**config.mk**
```make
export PLATFORM = sky130hd
export DESIGN_NAME = text_word_pattern_matcher_flat
export DESIGN_NICKNAME = d
export VERILOG_FILES = /design/src/rtl/tpm_pkg.sv /design/src/rtl/tpm_if.sv /design/src/rtl/tpm_cell.sv /design/src/rtl/tpm_out_stage.sv /design/src/rtl/text_word_pattern_matcher.sv /design/src/flat_wrapper.sv
export SDC_FILE = /design/constraint.sdc
export NUM_CORES = 1
export LEC_CHECK = 0
export ABC_AREA = 1
export BUFFER_PORTS_ARGS = -buffer_cell sky130_fd_sc_hd__buf_2
export CAP_MARGIN = 5
export CORE_MARGIN = 2
export CORE_UTILIZATION = 50
export CTS_BUF_LIST = sky130_fd_sc_hd__clkbuf_4 sky130_fd_sc_hd__clkbuf_8
export CTS_CLUSTER_DIAMETER = 30
export CTS_CLUSTER_SIZE = 16
export DETAILED_ROUTE_END_ITERATION = 8
export GPL_ROUTABILITY_DRIVEN = 0
export PLACE_DENSITY = 0.67
export SYNTH_ARGS = -nofsm -noshare
export SYNTH_HDL_FRONTEND = slang
export SYNTH_SLANG_ARGS = --single-unit
```
**constraint.sdc**
```tcl
create_clock -name clk -period 7.1 [get_ports clk]
set_input_delay 2.13 -clock clk [delete_from_list [all_inputs] [get_ports clk]]
set_output_delay 2.13 -clock clk [all_outputs]
set_load 0.02 [all_outputs]
```
**src/rtl/tpm_pkg.sv**
```systemverilog
// Shared constants and types for the text word pattern matcher.
package tpm_pkg;

    localparam int PATTERN_MAX_DEF = 32;
    localparam int PLEN_W          = 6;
    localparam int LEN_W           = 16;
    localparam int CFG_W           = 64;
    localparam int CFG_IDX_W       = 3;
    localparam int PAT_WORDS       = 4;
    localparam int CHARS_PER_WORD  = 8;

    localparam logic [7:0] CHAR_NL  = 8'd10;
    localparam logic [7:0] CHAR_SP  = 8'd32;
    localparam logic [7:0] CHAR_TAB = 8'd9;

    localparam logic [CFG_IDX_W-1:0] CFG_MODE    = 3'd0;
    localparam logic [CFG_IDX_W-1:0] CFG_PLEN    = 3'd1;
    localparam logic [CFG_IDX_W-1:0] CFG_CHARS_0 = 3'd2;
    localparam logic [CFG_IDX_W-1:0] CFG_CHARS_1 = 3'd3;
    localparam logic [CFG_IDX_W-1:0] CFG_CHARS_2 = 3'd4;
    localparam logic [CFG_IDX_W-1:0] CFG_CHARS_3 = 3'd5;

    localparam logic KIND_LINE = 1'b0;
    localparam logic KIND_WORD = 1'b1;

    localparam logic MODE_LINE = 1'b0;
    localparam logic MODE_WORD = 1'b1;

    typedef struct packed {
        logic take;
        logic clear;
    } cell_ctrl_t;

    typedef struct packed {
        logic             item_kind;
        logic [LEN_W-1:0] item_number;
        logic [LEN_W-1:0] item_length;
    } result_t;

endpackage

```
**src/rtl/tpm_if.sv**
```systemverilog
// Handshake channels for text input and match reports.
interface tpm_text_if;
    logic       valid;
    logic       ready;
    logic [7:0] text_byte;
    logic       end_of_text;

    modport source (output valid, output text_byte, output end_of_text, input ready);
    modport sink (input valid, input text_byte, input end_of_text, output ready);
endinterface

interface tpm_report_if;
    logic        valid;
    logic        ready;
    logic        item_kind;
    logic [15:0] item_number;
    logic [15:0] item_length;

    modport source (output valid, output item_kind, output item_number,
                    output item_length, input ready);
    modport sink (input valid, input item_kind, input item_number,
                  input item_length, output ready);
endinterface

```
**src/rtl/tpm_cell.sv**
```systemverilog
// One match cell: tracks whether the current word ends with one pattern prefix.
module tpm_cell (
    input  logic               clk,
    input  logic               rst_n,
    input  tpm_pkg::cell_ctrl_t ctrl,
    input  logic [7:0]         ch,
    input  logic [7:0]         pat_char,
    input  logic               last,
    input  logic               prev,
    output logic               eq,
    output logic               hit,
    output logic               match
);

    logic match_reg;
    logic match_next;

    assign eq  = (ch == pat_char);
    assign hit = last && prev && eq;

    always_comb
    begin
        match_next = match_reg;
        if (ctrl.clear)
        begin
            match_next = 1'b0;
        end
        else if (ctrl.take)
        begin
            match_next = prev && eq;
        end
    end

    always_ff @(posedge clk or negedge rst_n)
    begin
        if (!rst_n)
        begin
            match_reg <= 1'b0;
        end
        else
        begin
            match_reg <= match_next;
        end
    end

    assign match = match_reg;

endmodule

```
**src/rtl/tpm_out_stage.sv**
```systemverilog
// Output register holding one report item until the receiver takes it.
module tpm_out_stage (
    input  logic                 clk,
    input  logic                 rst_n,
    input  logic                 load,
    input  tpm_pkg::result_t     d,
    output logic                 free,
    tpm_report_if.source         report
);

    logic             valid_reg;
    logic             valid_next;
    tpm_pkg::result_t data_reg;

    assign free = !valid_reg || report.ready;

    always_comb
    begin
        valid_next = valid_reg;
        if (load)
        begin
            valid_next = 1'b1;
        end
        else if (report.ready)
        begin
            valid_next = 1'b0;
        end
    end

    always_ff @(posedge clk or negedge rst_n)
    begin
        if (!rst_n)
        begin
            valid_reg <= 1'b0;
        end
        else
        begin
            valid_reg <= valid_next;
        end
    end

    always_ff @(posedge clk)
    begin
        if (load)
        begin
            data_reg <= d;
        end
    end

    assign report.valid       = valid_reg;
    assign report.item_kind   = data_reg.item_kind;
    assign report.item_number = data_reg.item_number;
    assign report.item_length = data_reg.item_length;

endmodule

```
**src/rtl/text_word_pattern_matcher.sv**
```systemverilog
// Top level: streaming word and line pattern matcher built on a chain of match cells.
// Usage:
//   text   : one byte per item (text_byte, end_of_text) with valid/ready.
//            Space and tab separate words, newline or end_of_text ends a line.
//   report : zero or one item per input item: item_kind (line or word),
//            item_number (running line or word count) and item_length.
//   cfg    : cfg_we/cfg_index/cfg_data write mode, pattern_length and the
//            four pattern character words; write only while the block is idle.
// Throughput: one text item per cycle while not stalled. Every match cell updates
//   in the same cycle from its left neighbor, so the cell chain sets no limit on rate.
// Reports: a report is registered and appears on the report channel in the cycle
//   after the text item that closes the word or line is accepted.
// Stall: the output register holds a report until it is taken; text is
//   accepted while that register is empty or being drained this cycle.
// Reset: all cells, counts and the stop flag clear, mode is line mode and
//   pattern_length is 1. An empty line halts all reports until next reset.
module text_word_pattern_matcher #(
    parameter int PATTERN_MAX = tpm_pkg::PATTERN_MAX_DEF
) (
    input  logic                          clk,
    input  logic                          rst_n,
    input  logic                          cfg_we,
    input  logic [tpm_pkg::CFG_IDX_W-1:0] cfg_index,
    input  logic [tpm_pkg::CFG_W-1:0]     cfg_data,
    tpm_text_if.sink                      text,
    tpm_report_if.source                  report
);

    localparam int IW = $clog2(PATTERN_MAX + 1);
    localparam int LW = tpm_pkg::LEN_W;
    localparam int PW = tpm_pkg::PLEN_W;

    // configuration
    logic                                               mode_reg;
    logic [PW-1:0]                                      plen_reg;
    logic [tpm_pkg::PAT_WORDS-1:0][tpm_pkg::CFG_W-1:0]  pat_reg;

    always_ff @(posedge clk or negedge rst_n)
    begin
        if (!rst_n)
        begin
            mode_reg <= tpm_pkg::MODE_LINE;
            plen_reg <= PW'(1);
            pat_reg  <= '0;
        end
        else if (cfg_we)
        begin
            unique case (cfg_index)
                tpm_pkg::CFG_MODE:    mode_reg   <= cfg_data[0];
                tpm_pkg::CFG_PLEN:    plen_reg   <= cfg_data[PW-1:0];
                tpm_pkg::CFG_CHARS_0: pat_reg[0] <= cfg_data;
                tpm_pkg::CFG_CHARS_1: pat_reg[1] <= cfg_data;
                tpm_pkg::CFG_CHARS_2: pat_reg[2] <= cfg_data;
                tpm_pkg::CFG_CHARS_3: pat_reg[3] <= cfg_data;
                default: ;
            endcase
        end
    end

    // effective pattern length, clamped to 1..PATTERN_MAX
    logic [PW-1:0] plen;
    always_comb
    begin
        plen = plen_reg;
        if (plen_reg == '0)
        begin
            plen = PW'(1);
        end
        else if (plen_reg > PW'(PATTERN_MAX))
        begin
            plen = PW'(PATTERN_MAX);
        end
    end

    // state
    logic [IW-1:0] sidx_reg, sidx_next;
    logic [LW-1:0] wlen_reg, wlen_next;
    logic [LW-1:0] llen_reg, llen_next;
    logic          lhit_reg, lhit_next;
    logic [LW-1:0] lcnt_reg, lcnt_next;
    logic [LW-1:0] wcnt_reg, wcnt_next;
    logic          stopped_reg, stopped_next;

    logic               free;
    logic               acc;
    logic               load;
    tpm_pkg::result_t   res;
    tpm_pkg::cell_ctrl_t ctrl;

    logic [PATTERN_MAX-1:0] cell_eq;
    logic [PATTERN_MAX-1:0] cell_hit;
    logic [PATTERN_MAX:0]   chain;

    assign text.ready = free;
    assign acc        = text.valid && free;

    assign chain[0] = 1'b1;

    genvar k;
    generate
        for (k = 0; k < PATTERN_MAX; k++)
        begin : g_cell
            tpm_cell u_cell (
                .clk      (clk),
                .rst_n    (rst_n),
                .ctrl     (ctrl),
                .ch       (text.text_byte),
                .pat_char (pat_reg[k / tpm_pkg::CHARS_PER_WORD]
                                  [(k % tpm_pkg::CHARS_PER_WORD) * 8 +: 8]),
                .last     (plen == PW'(k + 1)),
                .prev     (chain[k]),
                .eq       (cell_eq[k]),
                .hit      (cell_hit[k]),
                .match    (chain[k + 1])
            );
        end
    endgenerate

    // pattern character at the subsequence position matches this byte
    logic eq_sel;
    always_comb
    begin
        eq_sel = 1'b0;
        for (int i = 0; i < PATTERN_MAX; i++)
        begin
            eq_sel = eq_sel | (cell_eq[i] & (sidx_reg == IW'(i)));
        end
    end

    logic          is_eot;
    logic          is_nl;
    logic          is_sep;
    logic [LW-1:0] plen_w;
    logic [LW-1:0] wcnt_inc;
    logic [LW-1:0] lcnt_inc;

    assign is_eot   = text.end_of_text;
    assign is_nl    = !is_eot && (text.text_byte == tpm_pkg::CHAR_NL);
    assign is_sep   = !is_eot && ((text.text_byte == tpm_pkg::CHAR_SP) ||
                                  (text.text_byte == tpm_pkg::CHAR_TAB));
    assign plen_w   = LW'(plen);
    assign wcnt_inc = wcnt_reg + LW'(1);
    assign lcnt_inc = lcnt_reg + LW'(1);

    always_comb
    begin
        sidx_next    = sidx_reg;
        wlen_next    = wlen_reg;
        llen_next    = llen_reg;
        lhit_next    = lhit_reg;
        lcnt_next    = lcnt_reg;
        wcnt_next    = wcnt_reg;
        stopped_next = stopped_reg;
        ctrl         = '0;
        load         = 1'b0;
        res          = '0;

        if (acc && !stopped_reg)
        begin
            if (is_eot || is_nl || is_sep)
            begin
                // close the pending word
                ctrl.clear = 1'b1;
                if (wlen_reg != '0)
                begin
                    wcnt_next = wcnt_inc;
                    if ((mode_reg == tpm_pkg::MODE_WORD) && (PW'(sidx_reg) == plen) &&
                        ((wlen_reg == plen_w) || (wlen_reg == plen_w + LW'(1))))
                    begin
                        load            = 1'b1;
                        res.item_kind   = tpm_pkg::KIND_WORD;
                        res.item_number = wcnt_inc;
                        res.item_length = wlen_reg;
                    end
                end
                sidx_next = '0;
                wlen_next = '0;

                if (is_sep)
                begin
                    llen_next = (llen_reg == '1) ? llen_reg : llen_reg + LW'(1);
                end
                else if (is_nl && (llen_reg == '0))
                begin
                    stopped_next = 1'b1;
                end
                else
                begin
                    // close the line
                    if (llen_reg != '0)
                    begin
                        lcnt_next = lcnt_inc;
                        if ((mode_reg == tpm_pkg::MODE_LINE) && lhit_reg)
                        begin
                            load            = 1'b1;
                            res.item_kind   = tpm_pkg::KIND_LINE;
                            res.item_number = lcnt_inc;
                            res.item_length = llen_reg;
                        end
                    end
                    llen_next = '0;
                    lhit_next = 1'b0;
                end
            end
            else
            begin
                ctrl.take = 1'b1;
                if (|cell_hit)
                begin
                    lhit_next = 1'b1;
                end
                if ((PW'(sidx_reg) < plen) && eq_sel)
                begin
                    sidx_next = sidx_reg + IW'(1);
                end
                wlen_next = (wlen_reg == '1) ? wlen_reg : wlen_reg + LW'(1);
                llen_next = (llen_reg == '1) ? llen_reg : llen_reg + LW'(1);
            end
        end
    end

    always_ff @(posedge clk or negedge rst_n)
    begin
        if (!rst_n)
        begin
            sidx_reg    <= '0;
            wlen_reg    <= '0;
            llen_reg    <= '0;
            lhit_reg    <= 1'b0;
            lcnt_reg    <= '0;
            wcnt_reg    <= '0;
            stopped_reg <= 1'b0;
        end
        else
        begin
            sidx_reg    <= sidx_next;
            wlen_reg    <= wlen_next;
            llen_reg    <= llen_next;
            lhit_reg    <= lhit_next;
            lcnt_reg    <= lcnt_next;
            wcnt_reg    <= wcnt_next;
            stopped_reg <= stopped_next;
        end
    end

    tpm_out_stage u_out (
        .clk    (clk),
        .rst_n  (rst_n),
        .load   (load),
        .d      (res),
        .free   (free),
        .report (report)
    );

endmodule

```
**src/flat_wrapper.sv**
```systemverilog
// flat-port wrapper written by rule: the top's interface ports become plain ports
module text_word_pattern_matcher_flat 
#(
    parameter int PATTERN_MAX = tpm_pkg::PATTERN_MAX_DEF
)
  (clk, rst_n, cfg_we, cfg_index, cfg_data, text_valid, text_text_byte, text_end_of_text, text_ready, report_valid, report_item_kind, report_item_number, report_item_length, report_ready);
  tpm_text_if text_i ();
  tpm_report_if report_i ();
  input  logic clk;
  input  logic rst_n;
  input  logic cfg_we;
  input  logic [tpm_pkg::CFG_IDX_W-1:0] cfg_index;
  input  logic [tpm_pkg::CFG_W-1:0] cfg_data;
  input wire logic [$bits(text_i.valid)-1:0] text_valid;
  input wire logic [$bits(text_i.text_byte)-1:0] text_text_byte;
  input wire logic [$bits(text_i.end_of_text)-1:0] text_end_of_text;
  output wire logic [$bits(text_i.ready)-1:0] text_ready;
  output wire logic [$bits(report_i.valid)-1:0] report_valid;
  output wire logic [$bits(report_i.item_kind)-1:0] report_item_kind;
  output wire logic [$bits(report_i.item_number)-1:0] report_item_number;
  output wire logic [$bits(report_i.item_length)-1:0] report_item_length;
  input wire logic [$bits(report_i.ready)-1:0] report_ready;
  assign text_i.valid = text_valid;
  assign text_i.text_byte = text_text_byte;
  assign text_i.end_of_text = text_end_of_text;
  assign text_ready = text_i.ready;
  assign report_valid = report_i.valid;
  assign report_item_kind = report_i.item_kind;
  assign report_item_number = report_i.item_number;
  assign report_item_length = report_i.item_length;
  assign report_i.ready = report_ready;
  text_word_pattern_matcher #(.PATTERN_MAX(PATTERN_MAX)) u_core (.clk(clk), .rst_n(rst_n), .cfg_we(cfg_we), .cfg_index(cfg_index), .cfg_data(cfg_data), .text(text_i), .report(report_i));
endmodule
```
==> results of run 1 <==
-- area by class of cell --
cell class / instances / area share, %
clock buffer: 117 / 6.21
clock inverter: 52 / 2.61
inverter: 231 / 3.60
multi-input combinational: 1818 / 39.9
sequential: 400 / 41.9
tap: 539 / 2.77
timing repair buffer: 133 / 3.07
-- worst max-delay path: cells and delay by family --
family                 cells  cell delay (ps)
buffers and inverters      3              310
and+or+nand+nor            1               90
-- routing by layer --
metal,global-route usage (%),part of all wire [%],vias to the layer above
li1,-,-,8521
met1,32.4,43,8342
met2,42.9,49,510
met3,5.63,5.8,115
met4,10.2,3.1,0
met5,0,0,-
-- kinds of logic (layout without fill, tap and decap cells) --
kind of cell    after synthesis  count (layout)  synth area share [%]
compound gates              417             417                  10.3
xor+xnor                    279             279                  11.5
fa+ha+maj                    20              20                  1.17
buf+inv                     347             533                  7.08
flops                       400             400                  47.7
simple gates               1102            1102                  22.3
-- layout by cell type, fill, tap and decap left out, types with 3 or more instances in the layout --
cell        instances
o41ai_1             4
inv_2              16
inv_4               3
ha_1               20
clkbuf_4           16
o21ai_0           332
inv_1             211
o21ai_1             7
and2_1              3
nand3b_1            4
buf_2             114
clkinv_2           21
nand4_1            57
nor4_1              6
o31ai_1             5
clkbuf_8          101
nor3_2              4
edfxtp_1           33
buf_4              16
clkinvlp_4         15
nand3_1           119
xnor2_1           241
nor2_1            149
bufinv_16          13
nand3_4             3
o22ai_1            22
nand2_2             7
nor2_4              4
nand2_1           685
nand2_4             4
nor2_8              4
nor3_1             41
dfrtp_1           366
a21oi_1            35
xor2_1             38
-- power by group through the flow --
| stage | Sequential, uW | Clock, uW | Combinational, uW |
|---|---|---|---|
| after detailed placement | 2840 | 0 | 1000 |
| after CTS | 2800 | 3060 | 1010 |
| after global placement | 2830 | 0 | 973 |
| after global routing | 2840 | 3190 | 1140 |
| after floorplan | 2790 | 0 | 755 |
| final | 2800 | 3010 | 1000 |
-- metrics by stage --
step / cell area (um^2) / power (uW) / util, %
after floorplan: 21300 / 3540 / -
after global placement: 22200 / 3800 / 52.7
after detailed placement: 22200 / 3840 / 52.7
after CTS: 24300 / 6870 / 57.8
after global routing: 24300 / 7160 / 57.8
final: 24300 / 6820 / 57.8
-- how the worst max path moves through the flow --
stage                       from                                  end  slack [ps]
6_report            report_ready                           text_ready        2440
5_1_grt             report_ready                           text_ready        2430
4_1_cts             report_ready                           text_ready        2440
3_5_place_dp   text_text_byte[4]                  u_core.wcnt_reg[15]        2360
3_3_place_gp   text_text_byte[0]  u_core.u_out.report.item_length[10]        2410
2_1_floorplan       report_ready                           text_ready        2630
==> run_results.csv, run 1 <==
group,metric,value,unit
setup_path,r2r_cells,16,
drt,ant_nets,0,
worst_hold_path,hold_path_class,"reg -> reg",
logic_synthesis,ys_warn_count,0,
floorplanning,initial_core_util,50.7,%
layout,n_antenna_cell,0,
logic_synthesis,ys_types,56,
setup_path,cp_slowest_stage_delay,180,ps
global_routing,antenna_found_initial,1,
timing,slew_viol_final,0,
timing,period_share,65.6,%
pwr,power_density,280,nW/um^2
logic_synthesis,syn_area_per_cell,8.32,um^2
placement,io_buffers,115,
timing,worst_pin_slew,1020,ps
logic_synthesis,yosys-top-cells-area,"dfrtp_1, nand2_1, xnor2_1, o21ai_0, edfxtp_1",
global_routing,grtUsageTotal,25.6,%
setup_path,crit_type,"in -> out",
clocking,clockBufferDepth,3,
pwr,p_sw_share,28.1,%
floorplanning,io_pins,116,
setup_path,cp_max_fo,3,
setup_path,reg2reg_from,"u_core.plen_reg[5]",
setup_path,cp_slowest_cell,"buf_2",
logic_synthesis,synth_common_cells,"nand2_1, dfrtp_1, o21ai_0",
worst_hold_path,holdPathStages,2,
pwr,vdd.ir_drop.worst,0.000170,V
pwr,combPwrFrac,14.7,%
logic_synthesis,synthFlopType,"dfrtp_1",
floorplanning,die-area,44300,um^2
pwr,p_sw,1920,uW
floorplanning,core_area,42000,um^2
clocking,clockRootBuffer,"clkbuf_8",
setup_path,crit_path_frequent_cell,"buf_2",
pwr,pwr-share-seq,41.1,%
timing,fin_crit,4660,ps
placement,pre_cts_ws,2360,ps
clocking,cts.sinks,400,
drt,drt_wl_total,55500,um
logic_synthesis,synth_top_area_cell,"dfrtp_1",
clocking,clk_pin_slew,50,ps
drt,routedWlPerCell,16.9,um
layout,drive_gt1_share,13.1,%
timing,tns,0,ps
clocking,hold_buffers,0,
clocking,cts_tree,"yes",
pwr,p_leak,0.0113,uW
pwr,clock_power_share,44.2,%
global_routing,grt_overflow,0,
timing,setup_viol,0,
layout,largest_reg_flops,256,
logic_synthesis,synth_edf_count,33,
placement,dp.cells,3121,
floorplanning,die_w,211,um
layout,register_area,10200,um^2
logic_synthesis,synth.most_common_cell,"nand2_1",
floorplanning,row_count,75,
timing,max_freq,215,MHz
clocking,cts_buffers,91,
layout,n_fill_cell,3853,
outcome,outcome,"finished, final reports clean",
clocking,post_cts.repair.setup_buffers,0,
setup_path,startpoint_type,"primary input",
logic_synthesis,synth_area,21300,um^2
logic_synthesis,yosysSeqAreaShare,47.7,%
layout,nNetsFinal,2776,
global_routing,grt_max_degree,145,
setup_path,crit_chain,"buf_2 -> inv_1 -> nand2_1 -> buf_2",
worst_hold_path,min_to,"u_core.stopped_reg",
pwr,p_int,4900,uW
clocking,cts_resized,0,
timing,slew-limit-headroom,32.1,%
clocking,htreeDepth,3,
layout,synthToLayoutAreaGrowth,13.9,%
layout,fin_cells,3290,
setup_path,reg2reg_to,"u_core.u_out.report.item_length[9]",
setup_path,cp-end-kind,"output pin",
job,cap_violations,0,
floorplanning,dieHeight,211,um
logic_synthesis,synth_top_area_share,42.9,%
global_routing,grt_pass1_vias,17200,
setup_path,crit_required,4970,ps
setup_path,r2r_slack,3360,ps
worst_hold_path,holdCritStartpoint,"u_core.stopped_reg",
setup_path,arrival,2530,ps
layout,multi_input_area,9690,um^2
timing,holdWs,488,ps
drt,first_pass_iters,6,
timing,rsz0062_at_grt,"no",
logic_synthesis,synthArstFlopShare,91.8,%
timing,fin_ws,2440,ps
drt,drc,0,
clocking,clock_latency,670,ps
logic_synthesis,syn_nets,2666,
logic_synthesis,synth_cells,2565,
drt,drtIter0Drc,1229,
timing,final-hold-violation-count,0,
drt,via_per_inst,5.32,
logic_synthesis,synth-seq-cells,400,
drt,vias,17500,
global_routing,grt_first_pass_wirelength,90000,um
timing,skew,20.3,ps
placement,dp_hpwl,38100,um
Power figures use the tool's default switching activity.
==> inputs of run 2 (changes only) <==
--- a/config.mk
+++ b/config.mk
@@ -5,7 +5,7 @@
 export SDC_FILE = /design/constraint.sdc
 export NUM_CORES = 1
 export LEC_CHECK = 0
-export ABC_AREA = 1
+export ABC_AREA = 0
 export BUFFER_PORTS_ARGS = -buffer_cell sky130_fd_sc_hd__buf_2
 export CAP_MARGIN = 5
 export CORE_MARGIN = 2
@@ -15,7 +15,7 @@
 export CTS_CLUSTER_SIZE = 16
 export DETAILED_ROUTE_END_ITERATION = 8
 export GPL_ROUTABILITY_DRIVEN = 0
-export PLACE_DENSITY = 0.67
+export PLACE_DENSITY = 0.7
 export SYNTH_ARGS = -nofsm -noshare
 export SYNTH_HDL_FRONTEND = slang
 export SYNTH_SLANG_ARGS = --single-unit
==> constraint.sdc (replaced) <==
create_clock -name clk -period 4.14 [get_ports clk]
set_input_delay 1.242 -clock clk [delete_from_list [all_inputs] [get_ports clk]]
set_output_delay 1.242 -clock clk [all_outputs]
set_load 0.02 [all_outputs]
==> run 2 against run 1 <==
Core utilization increased by 1.4 points. Hold slack about the same. Sequential share of layout area grew 0.31 points. Register-to-register slack got worse by 3100 ps. Highest routed layer unchanged.
==> run_results.csv, run 2 <==
group,metric,value,unit
drt,routedWlPerCell,20.4,um
clocking,htreeDepth,3,
floorplanning,core_area,40700,um^2
timing,setup_viol,0,
job,cap_violations,0,
drt,drt_wl_total,52400,um
setup_path,cp_slowest_cell,"dfrtp_1",
placement,pre_cts_ws,238,ps
clocking,cts.sinks,400,
logic_synthesis,synth-seq-cells,400,
global_routing,grt_pass1_vias,15200,
drt,dr_wl_met3,3120,um
setup_path,reg2reg_from,"u_core.plen_reg[3]",
drt,ant_nets,0,
placement,dp_hpwl,35400,um
drt,drtIter0Drc,1141,
drt,vias,14500,
timing,slew_viol_final,0,
logic_synthesis,yosysSeqAreaShare,49.3,%
pwr,p_leak,0.0101,uW
global_routing,grt_overflow,0,
logic_synthesis,synth.most_common_cell,"dfrtp_1",
logic_synthesis,syn_area_per_cell,11.5,um^2
clocking,clk_pin_slew,60,ps
logic_synthesis,synth_cells,1792,
floorplanning,io_pins,116,
setup_path,crit_chain,"nor4_1 -> o21ai_1 -> inv_1 -> ha_2 -> nand3_1 -> xor2_1 -> o21a_1 -> nor3_1 -> a31oi_1 -> nor4b_1 -> o21ai_0 -> inv_1 -> buf_4",
logic_synthesis,synth_top_area_share,44.4,%
timing,skew,33.6,ps
layout,nNetsFinal,2051,
setup_path,reg2reg_to,"u_core.u_out.report.item_length[15]",
logic_synthesis,yosys-top-cells-area,"dfrtp_1, mux2_2, xnor2_1, edfxtp_1, xor2_1",
logic_synthesis,synth_edf_count,33,
drt,wl_met1,22600,um
setup_path,crit_required,4440,ps
clocking,clock_latency,670,ps
clocking,post_cts.repair.setup_buffers,0,
setup_path,r2r_cells,13,
global_routing,antenna_found_initial,1,
drt,first_pass_iters,5,
setup_path,cp_slowest_stage_delay,550,ps
global_routing,grtUsageTotal,24.8,%
worst_hold_path,min_to,"u_core.g_cell[2].u_cell.match",
setup_path,crit_path_frequent_cell,"inv_1",
setup_path,cp_max_fo,33,
clocking,cts_tree,"yes",
timing,final-hold-violation-count,0,
layout,layout_common_cells,"dfrtp_1, xnor2_1, mux2_2",
timing,worst_pin_slew,877,ps
logic_synthesis,synth_area,20600,um^2
global_routing,grt_max_degree,78,
logic_synthesis,synth_common_cells,"dfrtp_1, xnor2_1, mux2_2",
setup_path,arrival,4160,ps
clocking,hold_buffers,0,
global_routing,grt_first_pass_wirelength,84500,um
layout,synthToLayoutAreaGrowth,16.9,%
placement,io_buffers,115,
timing,rsz0062_at_grt,"no",
setup_path,cp-end-kind,"flip-flop",
worst_hold_path,hold_path_class,"reg -> reg",
setup_path,r2r_slack,280,ps
logic_synthesis,synth_top_area_cell,"dfrtp_1",
layout,final_common_cell,"dfrtp_1",
timing,fin_ws,276,ps
floorplanning,die-area,42900,um^2
setup_path,startpoint_type,"flip-flop",
timing,slew-limit-headroom,41.2,%
floorplanning,initial_core_util,50.7,%
pwr,vdd.ir_drop.worst,0.000443,V
timing,period_share,93.3,%
setup_path,crit_type,"reg -> reg",
clocking,cts_buffers,92,
worst_hold_path,holdPathStages,2,
logic_synthesis,synthArstFlopShare,91.8,%
clocking,clockBufferDepth,3,
floorplanning,die_w,207,um
drt,via_per_inst,5.67,
timing,max_freq,259,MHz
drt,dr_wl_met2,25200,um
layout,largest_reg_flops,256,
drt,drc,0,
floorplanning,row_count,74,
pwr,power_density,527,nW/um^2
outcome,outcome,"finished, final reports clean",
timing,fin_crit,3860,ps
logic_synthesis,syn_nets,1893,
logic_synthesis,synthFlopType,"dfrtp_1",
logic_synthesis,ys_types,75,
layout,drive_gt1_share,30.3,%
worst_hold_path,holdCritStartpoint,"u_core.g_cell[2].u_cell.match",
timing,tns,0,ps
floorplanning,dieHeight,207,um
logic_synthesis,ys_warn_count,0,
clocking,clockRootBuffer,"clkbuf_8",
layout,n_fill_cell,3374,
drt,highest_layer,"met4",
[run 2: changes by cell type after synthesis, moves of 44 or more]
cell / previous run / this run
nor2_1: 149 / 105
nand2_1: 687 / 121
mux2_2: 0 / 263
inv_1: 211 / 22
o21ai_0: 332 / 43
nand3_1: 121 / 72
[run 2: worst max path at each step]
stage / start / endpoint / slack, ps
after floorplan: text_text_byte[1] / u_core.u_out.report.item_kind / 390
after global placement: u_core.plen_reg[3] / u_core.u_out.report.item_number[10] / 290
after detailed placement: u_core.plen_reg[3] / u_core.u_out.report.item_number[6] / 240
after CTS: u_core.plen_reg[3] / u_core.u_out.report.item_length[8] / 230
after global routing: u_core.plen_reg[3] / u_core.u_out.report.item_length[15] / 50
final: u_core.plen_reg[3] / u_core.u_out.report.item_length[15] / 280
[run 2: kinds of logic after synthesis]
logic type / share of synthesized area (%)
simple gates: 11.6
compound gates: 5.65
mux: 14.5
fa+ha+maj: 1.21
xor+xnor: 14.4
flops: 49.3
buf+inv: 3.35
[run 2: final cells by class]
| class | instances | area, um^2 | area share (%) |
|---|---|---|---|
| clock inverter | 57 | 777 | 3.22 |
| timing repair buffer | 160 | 1090 | 4.50 |
| tap | 532 | 666 | 2.76 |
| clock buffer | 115 | 1520 | 6.30 |
| multi-input combinational | 1271 | 9800 | 40.6 |
| sequential | 400 | 10200 | 42.2 |
| antenna | 2 | 5.00 | 0.0207 |
| inverter | 25 | 93.8 | 0.389 |
[run 2: report_power, final]
part           leakage, uW  total [uW]  switching [uW]  internal [uW]
clock network      0.00112        5490            2010           3470
registers          0.00495        5130             542           4590
logic              0.00398        2100             973           1130
[run 2: critical path: cells and delay by family, from the launching register on]
family | cells | cell delay, ps
buffers and inverters | 3 | 600
XOR/XNOR | 1 | 180
flip-flops | 1 | 550
AO/OA/AOI/OAI | 4 | 750
adder cells (fa/ha/maj) | 1 | 320
AND/OR/NAND/NOR | 4 | 1080
[run 2: routing by layer]
layer	GRT usage [%]	vias up
met4	8.82	0
met1	32.5	7276
met5	0	-
met3	5.73	102
li1	-	6673
met2	40.3	484
[run 2: per-stage QoR]
stage	hold WS (ps)	utilization [%]	instance area [um^2]	power (uW)	std cells
global placement	460	53.6	21800	7190	2388
global route	504	59.2	24100	13300	2561
detailed placement	466	53.6	21800	7280	2388
finish	488	59.2	24100	12700	2562
CTS	479	59.2	24100	12800	2560
floorplan	448	-	20600	6650	1792
[run 2: what timing repair did]
| action | 4_1_cts | 5_1_grt |
|---|---|---|
| setup endpoints to repair | 0 | 33 |
| gates resized for setup | 0 | 1 |
| endpoints found under the hold margin | 0 | 0 |
